## src/rtl/core/tlsp_pkg.sv

```systemverilog
// Package for the traffic light setting panel: command and mode codes,
// payload structs, duration limits and the duration step helpers.
// No dependencies; used by traffic_light_setting_panel.
`timescale 1ns / 1ps
`default_nettype none

package tlsp_pkg;

    // Bus widths (payload packed from bit 0, padded to whole bytes)
    localparam int S_TDATA_W = 24;
    localparam int M_TDATA_W = 40;

    localparam int DELAY_W   = 6;
    localparam int LIGHTS_W  = 16;

    // Duration limits and reset durations
    localparam logic [DELAY_W-1:0] DELAY_MIN       = 6'd2;
    localparam logic [DELAY_W-1:0] DELAY_MAX       = 6'd60;
    localparam logic [DELAY_W-1:0] RST_GREEN_LEFT  = 6'd6;
    localparam logic [DELAY_W-1:0] RST_GREEN_RIGHT = 6'd12;
    localparam logic [DELAY_W-1:0] RST_RED         = 6'd21;

    // Forced light patterns
    localparam logic [LIGHTS_W-1:0] LIGHTS_EW_GREEN = 16'h0164;
    localparam logic [LIGHTS_W-1:0] LIGHTS_NS_GREEN = 16'h0149;

    typedef enum logic [2:0] {
        CMD_RUN   = 3'd0,
        CMD_HOLD  = 3'd1,
        CMD_PAUSE = 3'd2,
        CMD_INC   = 3'd3,
        CMD_DEC   = 3'd4,
        CMD_DIR   = 3'd5
    } cmd_t;

    typedef enum logic [2:0] {
        MODE_NORMAL   = 3'd0,
        MODE_PAGE1    = 3'd1,
        MODE_PAGE2    = 3'd2,
        MODE_PAGE3    = 3'd3,
        MODE_PAGE4    = 3'd4,
        MODE_FORCE_EW = 3'd5,
        MODE_FORCE_NS = 3'd6
    } mode_t;

    typedef enum logic [1:0] {
        DISP_COUNTDOWN = 2'd0,
        DISP_DURATION  = 2'd1,
        DISP_DASHES    = 2'd2
    } disp_kind_t;

    // Input transaction, cmd in the low bits
    typedef struct packed {
        logic [LIGHTS_W-1:0] current_lights;
        logic [2:0]          cmd;
    } in_item_t;

    // Result transaction, mode_now in the low bits
    typedef struct packed {
        logic                direction_now;
        logic [DELAY_W-1:0]  display_ns;
        logic [DELAY_W-1:0]  display_ew;
        logic [1:0]          display_kind;
        logic [LIGHTS_W-1:0] light_value;
        logic                light_write;
        logic                run_enable;
        logic [2:0]          mode_now;
    } result_t;

    // Duration after a step of 1 (or 2 when dbl), up or down
    function automatic logic [DELAY_W-1:0] delay_step(
        input logic [DELAY_W-1:0] v,
        input logic               dbl,
        input logic               up
    );
        logic [DELAY_W-1:0] amt;
        amt = dbl ? DELAY_W'(2) : DELAY_W'(1);
        return up ? (v + amt) : (v - amt);
    endfunction

    // True when that step stays within DELAY_MIN..DELAY_MAX
    function automatic logic delay_ok(
        input logic [DELAY_W-1:0] v,
        input logic               dbl,
        input logic               up
    );
        logic [DELAY_W:0] amt;
        logic [DELAY_W:0] wide;
        amt  = dbl ? (DELAY_W+1)'(2) : (DELAY_W+1)'(1);
        wide = {1'b0, v};
        if (up) begin
            return (wide + amt) <= {1'b0, DELAY_MAX};
        end else begin
            return wide >= (amt + {1'b0, DELAY_MIN});
        end
    endfunction

endpackage

`default_nettype wire

```

## src/rtl/core/traffic_light_setting_panel.sv

```systemverilog
// Traffic light setting panel: one button event in, one panel status out.
// The input transaction passes the input register, then the result register,
// before the result is valid. Throughput: one transaction per cycle while m_tready
// takes the results, set by the combinational state update between the two registers.
// Reset (aresetn low, synchronous): normal mode, running, east-west favored,
// no saved pattern, durations green left 6, green right 12, red 21.
// Depends on tlsp_pkg.
`timescale 1ns / 1ps
`default_nettype none

module traffic_light_setting_panel
    import tlsp_pkg::*;
(
    input  wire logic                 aclk,
    input  wire logic                 aresetn,
    input  wire logic                 s_tvalid,
    output logic                      s_tready,
    input  wire logic [S_TDATA_W-1:0] s_tdata,   // cmd[2:0], current_lights[18:3], zero pad
    output logic                      m_tvalid,
    input  wire logic                 m_tready,
    output logic [M_TDATA_W-1:0]      m_tdata    // mode_now[2:0], run_enable[3],
                                                 // light_write[4], light_value[20:5],
                                                 // display_kind[22:21], display_ew[28:23],
                                                 // display_ns[34:29], direction_now[35], pad
);

    localparam int IN_W  = $bits(in_item_t);
    localparam int RES_W = $bits(result_t);

    // Pipeline registers
    logic     in_valid_reg;
    in_item_t in_data_reg;
    logic     out_valid_reg;
    result_t  out_data_reg;

    // Panel state
    mode_t               mode_reg, mode_next;
    logic                dir_reg, dir_next;
    logic                run_reg, run_next;
    logic [LIGHTS_W-1:0] saved_reg, saved_next;
    logic [DELAY_W-1:0]  ew_red_reg, ew_red_next;
    logic [DELAY_W-1:0]  ew_gl_reg, ew_gl_next;
    logic [DELAY_W-1:0]  ew_gr_reg, ew_gr_next;
    logic [DELAY_W-1:0]  ns_red_reg, ns_red_next;
    logic [DELAY_W-1:0]  ns_gl_reg, ns_gl_next;
    logic [DELAY_W-1:0]  ns_gr_reg, ns_gr_next;

    logic    advance;
    cmd_t    cmd;
    logic    up;
    result_t result_next;

    // Stepped durations and their range checks
    logic [DELAY_W-1:0] ew_red_s1, ns_red_s1, ew_red_s2, ns_red_s2;
    logic [DELAY_W-1:0] ew_gl_s1, ew_gr_s1, ns_gl_s1, ns_gr_s1;
    logic ew_red_ok1, ns_red_ok1, ew_red_ok2, ns_red_ok2;
    logic ew_gl_ok1, ew_gr_ok1, ns_gl_ok1, ns_gr_ok1;

    // Handshake: the input stage moves on when the result register is empty or being taken
    assign advance  = in_valid_reg && (!out_valid_reg || m_tready);
    assign s_tready = !in_valid_reg || advance;
    assign m_tvalid = out_valid_reg;
    assign m_tdata  = {{(M_TDATA_W-RES_W){1'b0}}, out_data_reg};

    assign cmd = cmd_t'(in_data_reg.cmd);
    assign up  = (cmd == CMD_INC);

    // Candidate step values
    always_comb begin
        ew_red_s1  = delay_step(ew_red_reg, 1'b0, up);
        ns_red_s1  = delay_step(ns_red_reg, 1'b0, up);
        ew_red_s2  = delay_step(ew_red_reg, 1'b1, up);
        ns_red_s2  = delay_step(ns_red_reg, 1'b1, up);
        ew_gl_s1   = delay_step(ew_gl_reg, 1'b0, up);
        ew_gr_s1   = delay_step(ew_gr_reg, 1'b0, up);
        ns_gl_s1   = delay_step(ns_gl_reg, 1'b0, up);
        ns_gr_s1   = delay_step(ns_gr_reg, 1'b0, up);
        ew_red_ok1 = delay_ok(ew_red_reg, 1'b0, up);
        ns_red_ok1 = delay_ok(ns_red_reg, 1'b0, up);
        ew_red_ok2 = delay_ok(ew_red_reg, 1'b1, up);
        ns_red_ok2 = delay_ok(ns_red_reg, 1'b1, up);
        ew_gl_ok1  = delay_ok(ew_gl_reg, 1'b0, up);
        ew_gr_ok1  = delay_ok(ew_gr_reg, 1'b0, up);
        ns_gl_ok1  = delay_ok(ns_gl_reg, 1'b0, up);
        ns_gr_ok1  = delay_ok(ns_gr_reg, 1'b0, up);
    end

    // Command decode and state update
    always_comb begin
        mode_next   = mode_reg;
        dir_next    = dir_reg;
        run_next    = run_reg;
        saved_next  = saved_reg;
        ew_red_next = ew_red_reg;
        ew_gl_next  = ew_gl_reg;
        ew_gr_next  = ew_gr_reg;
        ns_red_next = ns_red_reg;
        ns_gl_next  = ns_gl_reg;
        ns_gr_next  = ns_gr_reg;
        result_next = '0;

        unique case (cmd)
            CMD_RUN: begin
                mode_next = MODE_NORMAL;
                run_next  = 1'b1;
                if (saved_reg != '0) begin
                    result_next.light_write = 1'b1;
                    result_next.light_value = saved_reg;
                end
            end
            CMD_HOLD: begin
                saved_next = in_data_reg.current_lights;
                run_next   = 1'b0;
                unique case (mode_reg) inside
                    MODE_NORMAL, MODE_FORCE_NS: begin
                        mode_next = MODE_FORCE_EW;
                        result_next.light_write = 1'b1;
                        result_next.light_value = LIGHTS_EW_GREEN;
                    end
                    MODE_FORCE_EW: begin
                        mode_next = MODE_FORCE_NS;
                        result_next.light_write = 1'b1;
                        result_next.light_value = LIGHTS_NS_GREEN;
                    end
                    default: ;
                endcase
            end
            CMD_PAUSE: begin
                // edit pages cycle; forced modes ignore pause
                unique case (mode_reg)
                    MODE_NORMAL: begin mode_next = MODE_PAGE1; run_next = 1'b0; end
                    MODE_PAGE1:  begin mode_next = MODE_PAGE2; run_next = 1'b0; end
                    MODE_PAGE2:  begin mode_next = MODE_PAGE3; run_next = 1'b0; end
                    MODE_PAGE3:  begin mode_next = MODE_PAGE4; run_next = 1'b0; end
                    MODE_PAGE4:  begin mode_next = MODE_PAGE1; run_next = 1'b0; end
                    default: ;
                endcase
            end
            CMD_INC, CMD_DEC: begin
                // a step leaving 2..60 on any touched duration is refused
                unique case (mode_reg)
                    MODE_PAGE1: begin
                        if (ew_red_ok1 && ns_gl_ok1) begin
                            ew_red_next = ew_red_s1;
                            ns_gl_next  = ns_gl_s1;
                        end
                    end
                    MODE_PAGE2: begin
                        if (ew_red_ok1 && ns_gr_ok1) begin
                            ew_red_next = ew_red_s1;
                            ns_gr_next  = ns_gr_s1;
                        end
                    end
                    MODE_PAGE3: begin
                        if (ew_gl_ok1 && ns_red_ok1) begin
                            ew_gl_next  = ew_gl_s1;
                            ns_red_next = ns_red_s1;
                        end
                    end
                    MODE_PAGE4: begin
                        if (ew_gr_ok1 && ns_red_ok1) begin
                            ew_gr_next  = ew_gr_s1;
                            ns_red_next = ns_red_s1;
                        end
                    end
                    default: begin
                        // rebalance toward the favored direction
                        if (!dir_reg) begin
                            if (ns_red_ok2 && ew_gl_ok1 && ew_gr_ok1) begin
                                ns_red_next = ns_red_s2;
                                ew_gl_next  = ew_gl_s1;
                                ew_gr_next  = ew_gr_s1;
                            end
                        end else begin
                            if (ew_red_ok2 && ns_gl_ok1 && ns_gr_ok1) begin
                                ew_red_next = ew_red_s2;
                                ns_gl_next  = ns_gl_s1;
                                ns_gr_next  = ns_gr_s1;
                            end
                        end
                    end
                endcase
            end
            CMD_DIR: dir_next = ~dir_reg;
            default: ;
        endcase

        // Display selection from the updated state
        unique case (mode_next)
            MODE_NORMAL: result_next.display_kind = DISP_COUNTDOWN;
            MODE_PAGE1: begin
                result_next.display_kind = DISP_DURATION;
                result_next.display_ew   = ew_red_next;
                result_next.display_ns   = ns_gl_next;
            end
            MODE_PAGE2: begin
                result_next.display_kind = DISP_DURATION;
                result_next.display_ew   = ew_red_next;
                result_next.display_ns   = ns_gr_next;
            end
            MODE_PAGE3: begin
                result_next.display_kind = DISP_DURATION;
                result_next.display_ew   = ew_gl_next;
                result_next.display_ns   = ns_red_next;
            end
            MODE_PAGE4: begin
                result_next.display_kind = DISP_DURATION;
                result_next.display_ew   = ew_gr_next;
                result_next.display_ns   = ns_red_next;
            end
            default: result_next.display_kind = DISP_DASHES;
        endcase

        result_next.mode_now      = mode_next;
        result_next.run_enable    = run_next;
        result_next.direction_now = dir_next;
    end

    // Input register
    always_ff @(posedge aclk) begin
        if (!aresetn) begin
            in_valid_reg <= 1'b0;
        end else if (s_tready) begin
            in_valid_reg <= s_tvalid;
        end
        if (s_tready && s_tvalid) begin
            in_data_reg <= in_item_t'(s_tdata[IN_W-1:0]);
        end
    end

    // Result register
    always_ff @(posedge aclk) begin
        if (!aresetn) begin
            out_valid_reg <= 1'b0;
        end else if (advance) begin
            out_valid_reg <= 1'b1;
        end else if (m_tready) begin
            out_valid_reg <= 1'b0;
        end
        if (advance) begin
            out_data_reg <= result_next;
        end
    end

    // Panel state, updated once per transaction
    always_ff @(posedge aclk) begin
        if (!aresetn) begin
            mode_reg   <= MODE_NORMAL;
            dir_reg    <= 1'b0;
            run_reg    <= 1'b1;
            saved_reg  <= '0;
            ew_red_reg <= RST_RED;
            ew_gl_reg  <= RST_GREEN_LEFT;
            ew_gr_reg  <= RST_GREEN_RIGHT;
            ns_red_reg <= RST_RED;
            ns_gl_reg  <= RST_GREEN_LEFT;
            ns_gr_reg  <= RST_GREEN_RIGHT;
        end else if (advance) begin
            mode_reg   <= mode_next;
            dir_reg    <= dir_next;
            run_reg    <= run_next;
            saved_reg  <= saved_next;
            ew_red_reg <= ew_red_next;
            ew_gl_reg  <= ew_gl_next;
            ew_gr_reg  <= ew_gr_next;
            ns_red_reg <= ns_red_next;
            ns_gl_reg  <= ns_gl_next;
            ns_gr_reg  <= ns_gr_next;
        end
    end

    // Checks
    a_delays_in_range: assert property (@(posedge aclk) disable iff (!aresetn)
        ew_red_reg >= DELAY_MIN && ew_red_reg <= DELAY_MAX &&
        ns_red_reg >= DELAY_MIN && ns_red_reg <= DELAY_MAX &&
        ew_gl_reg >= DELAY_MIN && ew_gl_reg <= DELAY_MAX &&
        ns_gl_reg >= DELAY_MIN && ns_gl_reg <= DELAY_MAX &&
        ew_gr_reg >= DELAY_MIN && ew_gr_reg <= DELAY_MAX &&
        ns_gr_reg >= DELAY_MIN && ns_gr_reg <= DELAY_MAX)
        else $error("duration left 2..60");

    a_hold_stops_run: assert property (@(posedge aclk) disable iff (!aresetn)
        advance && cmd == CMD_HOLD |=> !run_reg && saved_reg == $past(in_data_reg.current_lights))
        else $error("hold did not stop the sequencer or save the lights");

    a_no_write_no_value: assert property (@(posedge aclk) disable iff (!aresetn)
        out_valid_reg && !out_data_reg.light_write |-> out_data_reg.light_value == '0)
        else $error("light value without write");

    a_kind_matches_mode: assert property (@(posedge aclk) disable iff (!aresetn)
        out_valid_reg |-> ((out_data_reg.display_kind == DISP_DURATION) ==
            (out_data_reg.mode_now == MODE_PAGE1 || out_data_reg.mode_now == MODE_PAGE2 ||
             out_data_reg.mode_now == MODE_PAGE3 || out_data_reg.mode_now == MODE_PAGE4)))
        else $error("display kind does not match mode");

endmodule

`default_nettype wire
```

## config.mk

```make
export PLATFORM = sky130hd
export DESIGN_NAME = traffic_light_setting_panel
export DESIGN_NICKNAME = d
export VERILOG_FILES = /design/src/rtl/core/tlsp_pkg.sv /design/src/rtl/core/traffic_light_setting_panel.sv
export SDC_FILE = /design/constraint.sdc
export NUM_CORES = 1
export LEC_CHECK = 0
export ABC_AREA = 0
export BUFFER_PORTS_ARGS = -buffer_cell sky130_fd_sc_hd__buf_2
export CAP_MARGIN = 20
export CORE_ASPECT_RATIO = 0.7
export CORE_MARGIN = 2
export CORE_UTILIZATION = 65
export CTS_CLUSTER_DIAMETER = 120
export CTS_CLUSTER_SIZE = 16
export DETAILED_ROUTE_END_ITERATION = 16
export HOLD_SLACK_MARGIN = 0.15
export PLACE_DENSITY = 0.86
export REMOVE_ABC_BUFFERS = 1
export SLEW_MARGIN = 5
export SYNTH_ARGS = -nofsm -noshare
export SYNTH_HDL_FRONTEND = slang
export SYNTH_SLANG_ARGS = --single-unit
export TNS_END_PERCENT = 100
```

## constraint.sdc

```tcl
create_clock -name aclk -period 11 [get_ports aclk]
set_input_delay 0.55 -clock aclk [delete_from_list [all_inputs] [get_ports aclk]]
set_output_delay 0.55 -clock aclk [all_outputs]
set_load 0.05 [all_outputs]
```

==> impl_metrics.yaml <==
finish:
  design_area_sq_mm: 0.00825
  syn2layout_area_growth_pct: 12.6
  final_common_cell: "nand2_1"
  insertedDiodeCount: 0
  layout.cells.non_filler: 1004
  final_net_count: 902
  largest_reg_flops: 36
  n_fill_cell: 755
  drive_above_1_share_pct: 14.5
  final_cell_mix: "nand2_1, a21oi_1, buf_2"
clocking:
  insertion_delay_ns: 0.42
  cts_setup_buffers: 0
  cts-buffers-inserted: 17
  clk_pin_slew_ns: 0.06
  cts_resized: 0
  cts_buffer_depth: 2
  cts_tree: "built"
  root_buffer: "clkbuf_16"
  cts_hold_buf: 0
  clkSinkCount: 114
  htree_levels: 4
worst_setup_path:
  cpPeakStageDelay_ns: 0.58
  end_kind: "register"
  crit_buf_inv: 2
  crit_family: "compound AO/OA/AOI/OAI gates"
  worst_path_max_delay_cell: "edfxtp_1"
  path_cells: "nand3b_1, buf_4, inv_2, a21o_1, o31ai_1, o211a_1, nor2_1, a221oi_1, o221ai_1"
  cp_data_arrival_time_ns: 4.24
  worstSetupPathType: "reg -> reg"
  cp_data_required_time_ns: 11.12
  cp-start-kind: "register"
  crit_path_max_fanout: 57
floorplan:
  ios: 70
  chipWidth_microns: 131
  die_y_microns: 92.8
  floorplan.rows: 32
  die_area_sq_mm: 0.0121
  fp.coreArea_sq_mm: 0.0110
  initial_core_util_pct: 66.5
pwr:
  p_leak_nw: 3.16
  vdd_drop_max_mv: 0.106
  power_w: 0.00123
  p_per_area_mw_per_mm2: 149
global_routing:
  grt_max_degree: 58
  grt_pass1_wl_microns: 32700
  grt_overflow: 0
  grt_pass1_vias: 6234
  antenna_found_initial: 0
  grt_usage_pct: 35.1
route:
  num_vias: 6744
  drtAntennaViolNets: 0
  viasPerCell: 6.72
  wl_met3_microns: 2690
  top_layer_used: "met4"
  drt-total-wl_microns: 20500
  dr.pass1.iters: 8
  met2_length_microns: 8720
  m1WireLength_microns: 8670
  routedWlPerCell_microns: 20.4
  route.detailed.drc: 0
  drtIter0Drc: 940
sta:
  hold_violations: 0
  fin_hold_ws_ns: 0.303
  period_needed_ns: 4.12
  finalClockSkew_ns: 0.00645
  setup_viol: 0
  max_slew.worst_pin.slew_ns: 0.851
  setup-tns-final_ns: 0
  relSlewSlack_pct: 43.3
  rsz0062_at_grt: "false"
  fmax_mhz: 243
  post-route-period-util_pct: 37.4
  drv_slew: 0
synthesis:
  yosysTopAreaCell: "edfxtp_1"
  netlist_area_sq_mm: 0.00732
  async_flop_share_pct: 0
  synth_ff_type: "dfxtp_1"
  syn_avg_cell_area_sq_um: 9.20
  ys_warn_count: 0
  synthDistinctLibCells: 78
  synth_edf_count: 55
  ys_seq_area_share_pct: 38.7
  yosysTopAreaCellShare_pct: 22.6
  netlist_instances: 796
  synth_seq_cells: 114
  synth_area_leaders: "edfxtp_1, dfxtp_1, ha_1, a21oi_1, nand2_1"
placement:
  io_buffer_count: 60
  placed_area_sq_mm: 0.00764
  place_inst: 971
  globalplace.congestion: 0.996
  hpwlAfterDp_microns: 14200
hold_path:
  hold_path.class: "in -> reg"
run_status:
  status: "completed"
run:
  cap_violations: 0
stage by stage:
step	util, %	setup WS [ns]
5_1_grt	74.9	6.74
2_1_floorplan	-	6.91
3_5_place_dp	69.4	7.12
6_report	74.9	6.88
4_1_cts	74.8	7.10
3_3_place_gp	69.4	7.10
cells in the mapped netlist, types with 4 or more instances:
library cell	instances
fa_1	8
o211ai_1	16
nor4_1	9
o21ai_0	29
a311o_1	5
dfxtp_1	59
a31oi_1	6
and2_1	12
nand2b_1	8
a211oi_1	16
edfxtp_1	55
nor2b_1	6
and3_1	16
or4_1	6
a221oi_1	5
a21o_1	22
o31ai_1	8
buf_4	5
o21bai_1	6
nand3_1	16
a2111oi_0	4
nand4_1	9
o32a_1	5
nor2_1	45
o221ai_1	10
nand3b_1	4
ha_1	28
mux2i_1	18
nand4b_1	6
xnor2_1	34
nand2_1	83
o22ai_1	5
nor3_1	15
a21oi_1	66
buf_2	9
clkbuf_1	26
xor2_1	15
inv_1	30
layer usage:
metal / GRT usage [%] / vias up
met4: 10.6 / 0
met5: 0 / -
met3: 9.24 / 60
met1: 51.3 / 3163
met2: 51.0 / 460
li1: - / 3061
kinds of logic after synthesis:
family	after synthesis	share of synthesized area, %
AOI/OAI and AO/OA	245	23.5
and+or+nand+nor	253	17.4
muxes	21	2.97
DFF	114	38.7
adders and majority gates	36	6.97
xor gates and xnor gates	49	5.86
buffers and inverters	77	4.56
other	1	0.0512
path summary, 6_finish.rpt:
path	startpoint	to	slack [ns]	cells after the start
worst min register to register	saved_reg[9]	saved_reg[9]	0.48	2
worst min-delay path	s_tdata[16]	in_data_reg[16]	0.30	1
worst max register to register	cmd[2]	m_tdata[32]	6.88	9
worst max-delay path	cmd[2]	m_tdata[32]	6.88	9
report_power, final:
group | internal [W] | leakage [nW] | switching [W]
Combinational | 0.0000637 | 1.87 | 0.000134
Clock | 0.000342 | 0.280 | 0.000213
Sequential | 0.000463 | 1.01 | 0.0000159
final cells by class:
cell class | count | area, sq um | share of cell area [%]
Clock buffer | 18 | 439 | 5.33
Clock inverter | 14 | 156 | 1.90
Inverter | 32 | 120 | 1.46
Multi-Input combinational cell | 608 | 4170 | 50.5
Sequential cell | 114 | 2830 | 34.4
Tap cell | 153 | 191 | 2.32
Timing Repair Buffer | 65 | 338 | 4.10
Power figures use the tool's default switching activity.
